==> src/hdl/adcm_pkg.sv <==
// Shared constants and types for the ADC stuck and frozen monitor.
// Used by every module of the block; depends on nothing else.
`timescale 1ns / 1ps
`default_nettype none

package adcm_pkg;

  localparam int SAMPLE_W  = 12;
  localparam int LEVEL_W   = 8;
  localparam int COUNT_W   = 8;
  localparam int LIMIT_W   = 6;
  localparam int SECONDS_W = 32;
  localparam int FLAGS_W   = 3;

  localparam logic [SAMPLE_W-1:0] ZERO_MV_MAX   = 12'd5;
  localparam logic [SAMPLE_W-1:0] FULL_MV_MIN   = 12'd3290;
  localparam logic [SAMPLE_W-1:0] SAMPLE_TOP    = 12'd4095;
  localparam logic [COUNT_W-1:0]  COUNT_CEIL    = 8'd255;
  localparam logic [LIMIT_W-1:0]  LIMIT_DEFAULT = 6'd5;
  localparam logic [LIMIT_W-1:0]  LIMIT_MIN     = 6'd3;

  localparam int FLAG_ZERO   = 0;
  localparam int FLAG_FULL   = 1;
  localparam int FLAG_FROZEN = 2;

  typedef logic [SAMPLE_W-1:0]  sample_t;
  typedef logic [LEVEL_W-1:0]   level_t;
  typedef logic [LIMIT_W-1:0]   limit_t;
  typedef logic [SECONDS_W-1:0] seconds_t;

  typedef struct packed {
    logic flag;
    logic report;
  } trk_res_t;

  typedef struct packed {
    sample_t  max_seen;
    sample_t  min_seen;
    level_t   peak_level;
    seconds_t seconds;
  } stats_t;

endpackage

`default_nettype wire

==> src/hdl/adcm_fault_track.sv <==
// One saturating fault counter with its error flag and one-shot report.
// Depends on adcm_pkg for widths, limits and the result struct.
`timescale 1ns / 1ps
`default_nettype none

module adcm_fault_track
  import adcm_pkg::*;
(
  input  wire logic     clk,
  input  wire logic     rst_n,
  input  wire logic     step,
  input  wire logic     cond,
  input  wire limit_t   limit,
  output trk_res_t      res
);

  logic [COUNT_W-1:0] count_r, count_nxt;
  logic               reported_r, reported_nxt;
  logic               flag_r, flag_nxt;
  logic               hit;

  always_comb begin
    if (cond) begin
      count_nxt = (count_r == COUNT_CEIL) ? COUNT_CEIL : count_r + 1'b1;
    end else begin
      count_nxt = '0;
    end
    hit          = cond && (count_nxt >= {{(COUNT_W-LIMIT_W){1'b0}}, limit});
    flag_nxt     = cond && (flag_r || hit);
    reported_nxt = cond && (reported_r || hit);
    res.flag     = flag_nxt;
    res.report   = hit && !reported_r;
  end

  always_ff @(posedge clk) begin
    if (!rst_n) begin
      count_r    <= '0;
      reported_r <= 1'b0;
      flag_r     <= 1'b0;
    end else if (step) begin
      count_r    <= count_nxt;
      reported_r <= reported_nxt;
      flag_r     <= flag_nxt;
    end
  end

endmodule

`default_nettype wire

==> src/hdl/adcm_stats.sv <==
// Running sample minimum and maximum, peak level and elapsed seconds.
// Depends on adcm_pkg for widths and the statistics struct.
`timescale 1ns / 1ps
`default_nettype none

module adcm_stats
  import adcm_pkg::*;
(
  input  wire logic    clk,
  input  wire logic    rst_n,
  input  wire logic    step,
  input  wire sample_t sample,
  input  wire level_t  level,
  output stats_t       stats
);

  sample_t  max_r, min_r;
  level_t   peak_r;
  seconds_t seconds_r;
  logic     phase_r;

  always_comb begin
    stats.max_seen   = (sample > max_r) ? sample : max_r;
    stats.min_seen   = (sample < min_r) ? sample : min_r;
    stats.peak_level = (level > peak_r) ? level : peak_r;
    stats.seconds    = phase_r ? seconds_r + 1'b1 : seconds_r;
  end

  always_ff @(posedge clk) begin
    if (!rst_n) begin
      max_r     <= '0;
      min_r     <= SAMPLE_TOP;
      peak_r    <= '0;
      seconds_r <= '0;
      phase_r   <= 1'b0;
    end else if (step) begin
      max_r     <= stats.max_seen;
      min_r     <= stats.min_seen;
      peak_r    <= stats.peak_level;
      seconds_r <= stats.seconds;
      phase_r   <= !phase_r;
    end
  end

endmodule

`default_nettype wire

==> src/hdl/adc_stuck_and_frozen_monitor_core.sv <==
// Top level of the ADC stuck and frozen monitor: input register, fault
// trackers, statistics and result register. Depends on adcm_pkg,
// adcm_fault_track and adcm_stats.
//
// Each input word carries one sensor sample in millivolts and an alarm level.
// Each accepted word yields exactly one result word with the error flags,
// three one-shot report bits, the running sample minimum and maximum, the
// peak level and the elapsed seconds (one per two samples).
// The fault limit is written through the cfg channel, which is always ready;
// values below three act as five. Write it only while the block is idle.
// A word is registered on acceptance, and its result is registered in the
// result register when it is free, that is empty or being read out.
// Throughput is one word per cycle while out_ready is high, set by the single
// pass of compare and counter logic between the input and result registers.
// When the receiver holds out_ready low the result register holds its word,
// the input register still takes one more word, and in_ready then falls
// until the result is taken.
// Reset clears all counters, flags and statistics, empties both registers
// and sets the fault limit to five.
`timescale 1ns / 1ps
`default_nettype none

module adc_stuck_and_frozen_monitor_core
  import adcm_pkg::*;
(
  input  wire logic                 clk,
  input  wire logic                 rst_n,
  input  wire logic                 in_valid,
  output logic                      in_ready,
  input  wire logic [SAMPLE_W-1:0]  in_sample_mv,
  input  wire logic [LEVEL_W-1:0]   in_level,
  output logic                      out_valid,
  input  wire logic                 out_ready,
  output logic [FLAGS_W-1:0]        out_error_flags,
  output logic                      out_zero_report,
  output logic                      out_full_report,
  output logic                      out_frozen_report,
  output logic [SAMPLE_W-1:0]       out_sample_max,
  output logic [SAMPLE_W-1:0]       out_sample_min,
  output logic [LEVEL_W-1:0]        out_peak_level,
  output logic [SECONDS_W-1:0]      out_run_seconds,
  input  wire logic                 cfg_valid,
  output logic                      cfg_ready,
  input  wire logic [LIMIT_W-1:0]   cfg_fault_limit
);

  logic     in_valid_r;
  sample_t  in_sample_r;
  level_t   in_level_r;
  limit_t   limit_r;
  sample_t  prev_r;
  logic     prev_valid_r;

  logic     out_valid_r;
  logic [FLAGS_W-1:0] flags_r;
  logic     zero_rep_r, full_rep_r, frozen_rep_r;
  stats_t   stats_r;

  logic     out_free;
  logic     adv;
  limit_t   limit_eff;
  logic     zero_cond, full_cond, same;
  trk_res_t zero_res, full_res, frozen_res;
  stats_t   stats_nxt;

  assign out_free  = !out_valid_r || out_ready;
  assign adv       = in_valid_r && out_free;
  assign in_ready  = !in_valid_r || out_free;
  assign cfg_ready = 1'b1;

  assign limit_eff = (limit_r < LIMIT_MIN) ? LIMIT_DEFAULT : limit_r;
  assign zero_cond = (in_sample_r <= ZERO_MV_MAX);
  assign full_cond = (in_sample_r >= FULL_MV_MIN);
  assign same      = prev_valid_r && (in_sample_r == prev_r);

  adcm_fault_track u_zero (
    .clk   (clk),
    .rst_n (rst_n),
    .step  (adv),
    .cond  (zero_cond),
    .limit (limit_eff),
    .res   (zero_res)
  );

  adcm_fault_track u_full (
    .clk   (clk),
    .rst_n (rst_n),
    .step  (adv),
    .cond  (full_cond),
    .limit (limit_eff),
    .res   (full_res)
  );

  adcm_fault_track u_frozen (
    .clk   (clk),
    .rst_n (rst_n),
    .step  (adv),
    .cond  (same),
    .limit (limit_eff),
    .res   (frozen_res)
  );

  adcm_stats u_stats (
    .clk    (clk),
    .rst_n  (rst_n),
    .step   (adv),
    .sample (in_sample_r),
    .level  (in_level_r),
    .stats  (stats_nxt)
  );

  always_ff @(posedge clk) begin
    if (!rst_n) begin
      in_valid_r   <= 1'b0;
      out_valid_r  <= 1'b0;
      limit_r      <= LIMIT_DEFAULT;
      prev_valid_r <= 1'b0;
    end else begin
      if (in_ready) begin
        in_valid_r <= in_valid;
      end
      if (adv) begin
        out_valid_r  <= 1'b1;
        prev_valid_r <= 1'b1;
      end else if (out_ready) begin
        out_valid_r <= 1'b0;
      end
      if (cfg_valid) begin
        limit_r <= cfg_fault_limit;
      end
    end
  end

  always_ff @(posedge clk) begin
    if (in_valid && in_ready) begin
      in_sample_r <= in_sample_mv;
      in_level_r  <= in_level;
    end
    if (adv) begin
      prev_r                <= in_sample_r;
      flags_r[FLAG_ZERO]    <= zero_res.flag;
      flags_r[FLAG_FULL]    <= full_res.flag;
      flags_r[FLAG_FROZEN]  <= frozen_res.flag;
      zero_rep_r            <= zero_res.report;
      full_rep_r            <= full_res.report;
      frozen_rep_r          <= frozen_res.report;
      stats_r               <= stats_nxt;
    end
  end

  assign out_valid         = out_valid_r;
  assign out_error_flags   = flags_r;
  assign out_zero_report   = zero_rep_r;
  assign out_full_report   = full_rep_r;
  assign out_frozen_report = frozen_rep_r;
  assign out_sample_max    = stats_r.max_seen;
  assign out_sample_min    = stats_r.min_seen;
  assign out_peak_level    = stats_r.peak_level;
  assign out_run_seconds   = stats_r.seconds;

`ifndef ASSERT_OFF
  a_adv_loads_result: assert property (@(posedge clk) disable iff (!rst_n)
    adv |=> out_valid_r)
    else $error("result register not loaded after an input word moved on");

  a_held_input_stays: assert property (@(posedge clk) disable iff (!rst_n)
    in_valid_r && !out_free |=> in_valid_r && $stable(in_sample_r))
    else $error("stalled input word lost");

  a_report_has_flag: assert property (@(posedge clk) disable iff (!rst_n)
    out_valid_r |-> (!zero_rep_r || flags_r[FLAG_ZERO]) &&
                    (!full_rep_r || flags_r[FLAG_FULL]) &&
                    (!frozen_rep_r || flags_r[FLAG_FROZEN]))
    else $error("report pulse without its error flag");

  a_min_not_above_max: assert property (@(posedge clk) disable iff (!rst_n)
    out_valid_r |-> stats_r.min_seen <= stats_r.max_seen)
    else $error("sample minimum above sample maximum");
`endif

endmodule

`default_nettype wire

==> config.mk <==
export PLATFORM = sky130hd
export DESIGN_NAME = adc_stuck_and_frozen_monitor_core
export DESIGN_NICKNAME = d
export VERILOG_FILES = /design/src/hdl/adcm_pkg.sv /design/src/hdl/adcm_fault_track.sv /design/src/hdl/adcm_stats.sv /design/src/hdl/adc_stuck_and_frozen_monitor_core.sv
export SDC_FILE = /design/constraint.sdc
export NUM_CORES = 1
export LEC_CHECK = 0
export BUFFER_PORTS_ARGS = -buffer_cell sky130_fd_sc_hd__buf_2
export CORE_MARGIN = 4
export CORE_UTILIZATION = 35
export DETAILED_ROUTE_END_ITERATION = 8
export PLACE_DENSITY = 0.52
export REMOVE_ABC_BUFFERS = 1
export SLEW_MARGIN = 20
export SYNTH_ARGS = -nofsm -noshare
export SYNTH_HDL_FRONTEND = slang
export SYNTH_SLANG_ARGS = --single-unit
==> constraint.sdc <==
create_clock -name clk -period 7.23 [get_ports clk]
set_input_delay 1.8075 -clock clk [delete_from_list [all_inputs] [get_ports clk]]
set_output_delay 1.8075 -clock clk [all_outputs]
set_load 0.005 [all_outputs]
==> out/qor.yml <==
clock_network:
  cts_tree: "yes"
  numCtsBuffers: 24
  cts_buffer_depth: 3
  cts_num_sinks: 206
  clkLatencyLatePin_ps: 510
  cts_resized: 0
  clk_pin_slew_ps: 50
  hold_buffers: 0
  htree_levels: 1
  post_cts_buffers: 0
  cts-root-buf: "clkbuf_16"
pwr:
  p_comb_frac: 0.079
  finalPower_mw: 2.79
  switchingPower_uw: 631
  p_leak_nw: 4.58
  switching_share: 0.226
  ir_drop_uv: 144
  power_density_nw_per_um2: 236
  seqPwrFrac: 0.470
  p_int_mw: 2.16
  clkPwrFrac: 0.451
global_routing:
  busiest_layer: "met2"
  antenna_found_initial: 0
  grt_use_met1: 0.196
  grt_overflow: 0
  grt_max_degree: 72
  use_met3: 0.0226
  grt_usage: 0.141
  grt_pass1_vias: 7080
  grt_pass1_wl_mm: 36.7
  grt_use_met2: 0.230
logic_synthesis:
  synth_xor_area_frac: 0.0679
  async_flop_share: 0
  synth_area_leader_cell: "edfxtp_1"
  synthAdderAreaFrac: 0.0651
  yosysWarnings: 0
  synth_ff_type: "dfxtp_1"
  synth_edf_count: 102
  synth-simple-area-share: 0.162
  ys_seq_area_frac: 0.505
  synth_top_area_share: 0.300
  synthCells: 984
  synth_top_family_by_area: "simple AND/OR/NAND/NOR gates"
  synth_area_um2: 10200
  avgSynthCellArea_um2: 10.4
  synth_cell_types: 63
  synth.mux.area_fraction: 0.0658
  synth_seq_cells: 206
  synth_compound_area_frac: 0.0927
  synth_area_leaders: "edfxtp_1 30%, dfxtp_1 20%, ha_1 6.5%"
drt:
  vias: 7245
  post_drt_wl_per_cell_um: 15.4
  drc_errors: 0
  avgViaCountPerCell: 4.94
  drt_pass1_iterations: 4
  ant_nets: 0
  drt_iter0_drc: 362
  wirelength_mm: 22.6
outcome:
  status: "finished clean"
placement:
  dp_cells: 1424
  dp_hpwl_mm: 14.8
  routabilityCongestion: 0.815
  place.port_buffers: 102
sta:
  setup_viol: 0
  tightest_slew_ps: 890
  hold_viol: 0
  fmax_ghz: 0.244
  finalClockSkew_ps: 12.2
  period_share: 0.568
  rsz0062_at_grt: "no"
  post-route-min-period_ps: 4110
  tns_ps: 0
  slew_violations: 0
  max-slew-margin-rel: 0.400
floorplan:
  rows: 62
  die_w_um: 179
  die_area_um2: 31900
  ios: 104
  core-area_um2: 28700
  start_util: 0.355
  die_y_um: 179
final_layout:
  area_growth_pct: 16.2
  final_layout_size_suffix_gt1_frac: 0.189
  fin_cells: 1468
  nets: 1150
  diodes: 0
hold_path:
  min_path_type: "flop to flop"
  min_from: "u_frozen.reported_r"
worst_setup_path:
  startpoint: "out_ready"
  end_kind: "output pin"
  crit_arrival_ps: 2300
  r2r_start: "in_sample_r[11]"
  cp_max_fo: 3
  critPathKind: "input port to output pin"
  cp-start-kind: "input port"
  cp.required_ps: 5420
job:
  max-cap-violations: 0
## worst max-delay path: stages
cell and delay [ps]:
buf_2 100, nor2b_1 170, nand2_1 90, buf_2 130
## flip-flops by register name, summed over array words and instances, names as in the netlist, 12 cells and up
| register | count |
|---|---|
| u_stats.min_r | 12 |
| prev_r | 12 |
| in_sample_r | 12 |
| out_run_seconds | 32 |
| u_stats.max_r | 12 |
| u_stats.seconds_r | 32 |
| out_sample_max | 12 |
| out_sample_min | 12 |
## Yosys cell counts, drive strengths merged, types with 6 or more instances
cell    count
nand2     112
dfxtp     104
edfxtp    102
nor2       69
a21oi      57
ha         53
xnor2      52
inv        47
clkbuf     41
mux2       32
mux2i      31
nand4      27
xor2       27
nand3      26
nor3       21
o21ai      17
and3       15
buf        15
nor4       14
a211oi     12
o221ai     12
a21o       11
and2        8
and4        8
nand2b      8
or3         7
a31oi       6
nor2b       6
## layer usage
metal  vias to the layer above  wire length [µm]
li1                       3681                 -
met1                      3421             10900
met2                       111             10400
met3                        32               853
met4                         0               465
met5                         -                 0
## layout by cell type (no fill, tap or decap), drive strengths merged, types with 2 or more instances in the layout
master / instances
clkbuf: 30
or4: 2
o211ai: 3
o211a: 4
edfxtp: 102
inv: 48
a31o: 5
nor2: 69
or3: 7
a21oi: 57
xor2: 27
nor2b: 6
a31oi: 6
clkinv: 8
mux2i: 31
clkinvlp: 2
ha: 53
o221ai: 12
a211oi: 12
o21a: 5
o22ai: 4
nor3: 21
and4: 8
nand2b: 8
or2: 4
xnor2: 52
nand3: 26
buf: 112
and3: 15
nor4: 14
o21ai: 17
nand4: 27
and2: 8
dfxtp: 104
bufinv: 4
nor3b: 2
mux2: 32
nand2: 112
a21o: 11
## power groups by stage
stage                     clock network (mW)  registers (mW)  logic, mW
after global placement                     0            1.34      0.222
final                                   1.26            1.31      0.220
after CTS                               1.30            1.31      0.225
after detailed placement                   0            1.34      0.224
after floorplan                            0            1.33      0.139
after global routing                    1.36            1.32      0.250
## metrics by stage
step	utilization	setup WS [ps]	cell area, µm²	hold slack [ps]
6_report	0.413	3120	11800	445
5_1_grt	0.413	3040	11800	468
4_1_cts	0.413	3120	11800	448
3_5_place_dp	0.384	3110	11000	438
3_3_place_gp	0.384	3100	11000	435
2_1_floorplan	-	0.0182	9950	423
## logic make-up (layout without fill, tap and decap cells)
logic type	after synthesis	after routing
and+or+nand+nor	332	332
DFF	206	206
AOI/OAI and AO/OA	146	146
buffers and inverters	104	204
xor gates and xnor gates	79	79
muxes	63	63
adders and majority gates	53	53
other	1	1
## final timing paths
kind	to	slack (ps)	cells after the start
hold reg to reg	u_frozen.reported_r	450	2
setup reg to reg	out_error_flags[2]	3740	10
setup / recovery	in_ready	3120	4
hold / removal	u_frozen.reported_r	450	2
## layout make-up
cell class,count,area [µm²]
fill,2848,16900
sequential,206,5140
multi-input combinational,674,4620
clock buffer,30,654
timing repair buffer,112,586
tap,384,480
inverter,48,183
clock inverter,14,176
(Power assumes the default switching activity.)
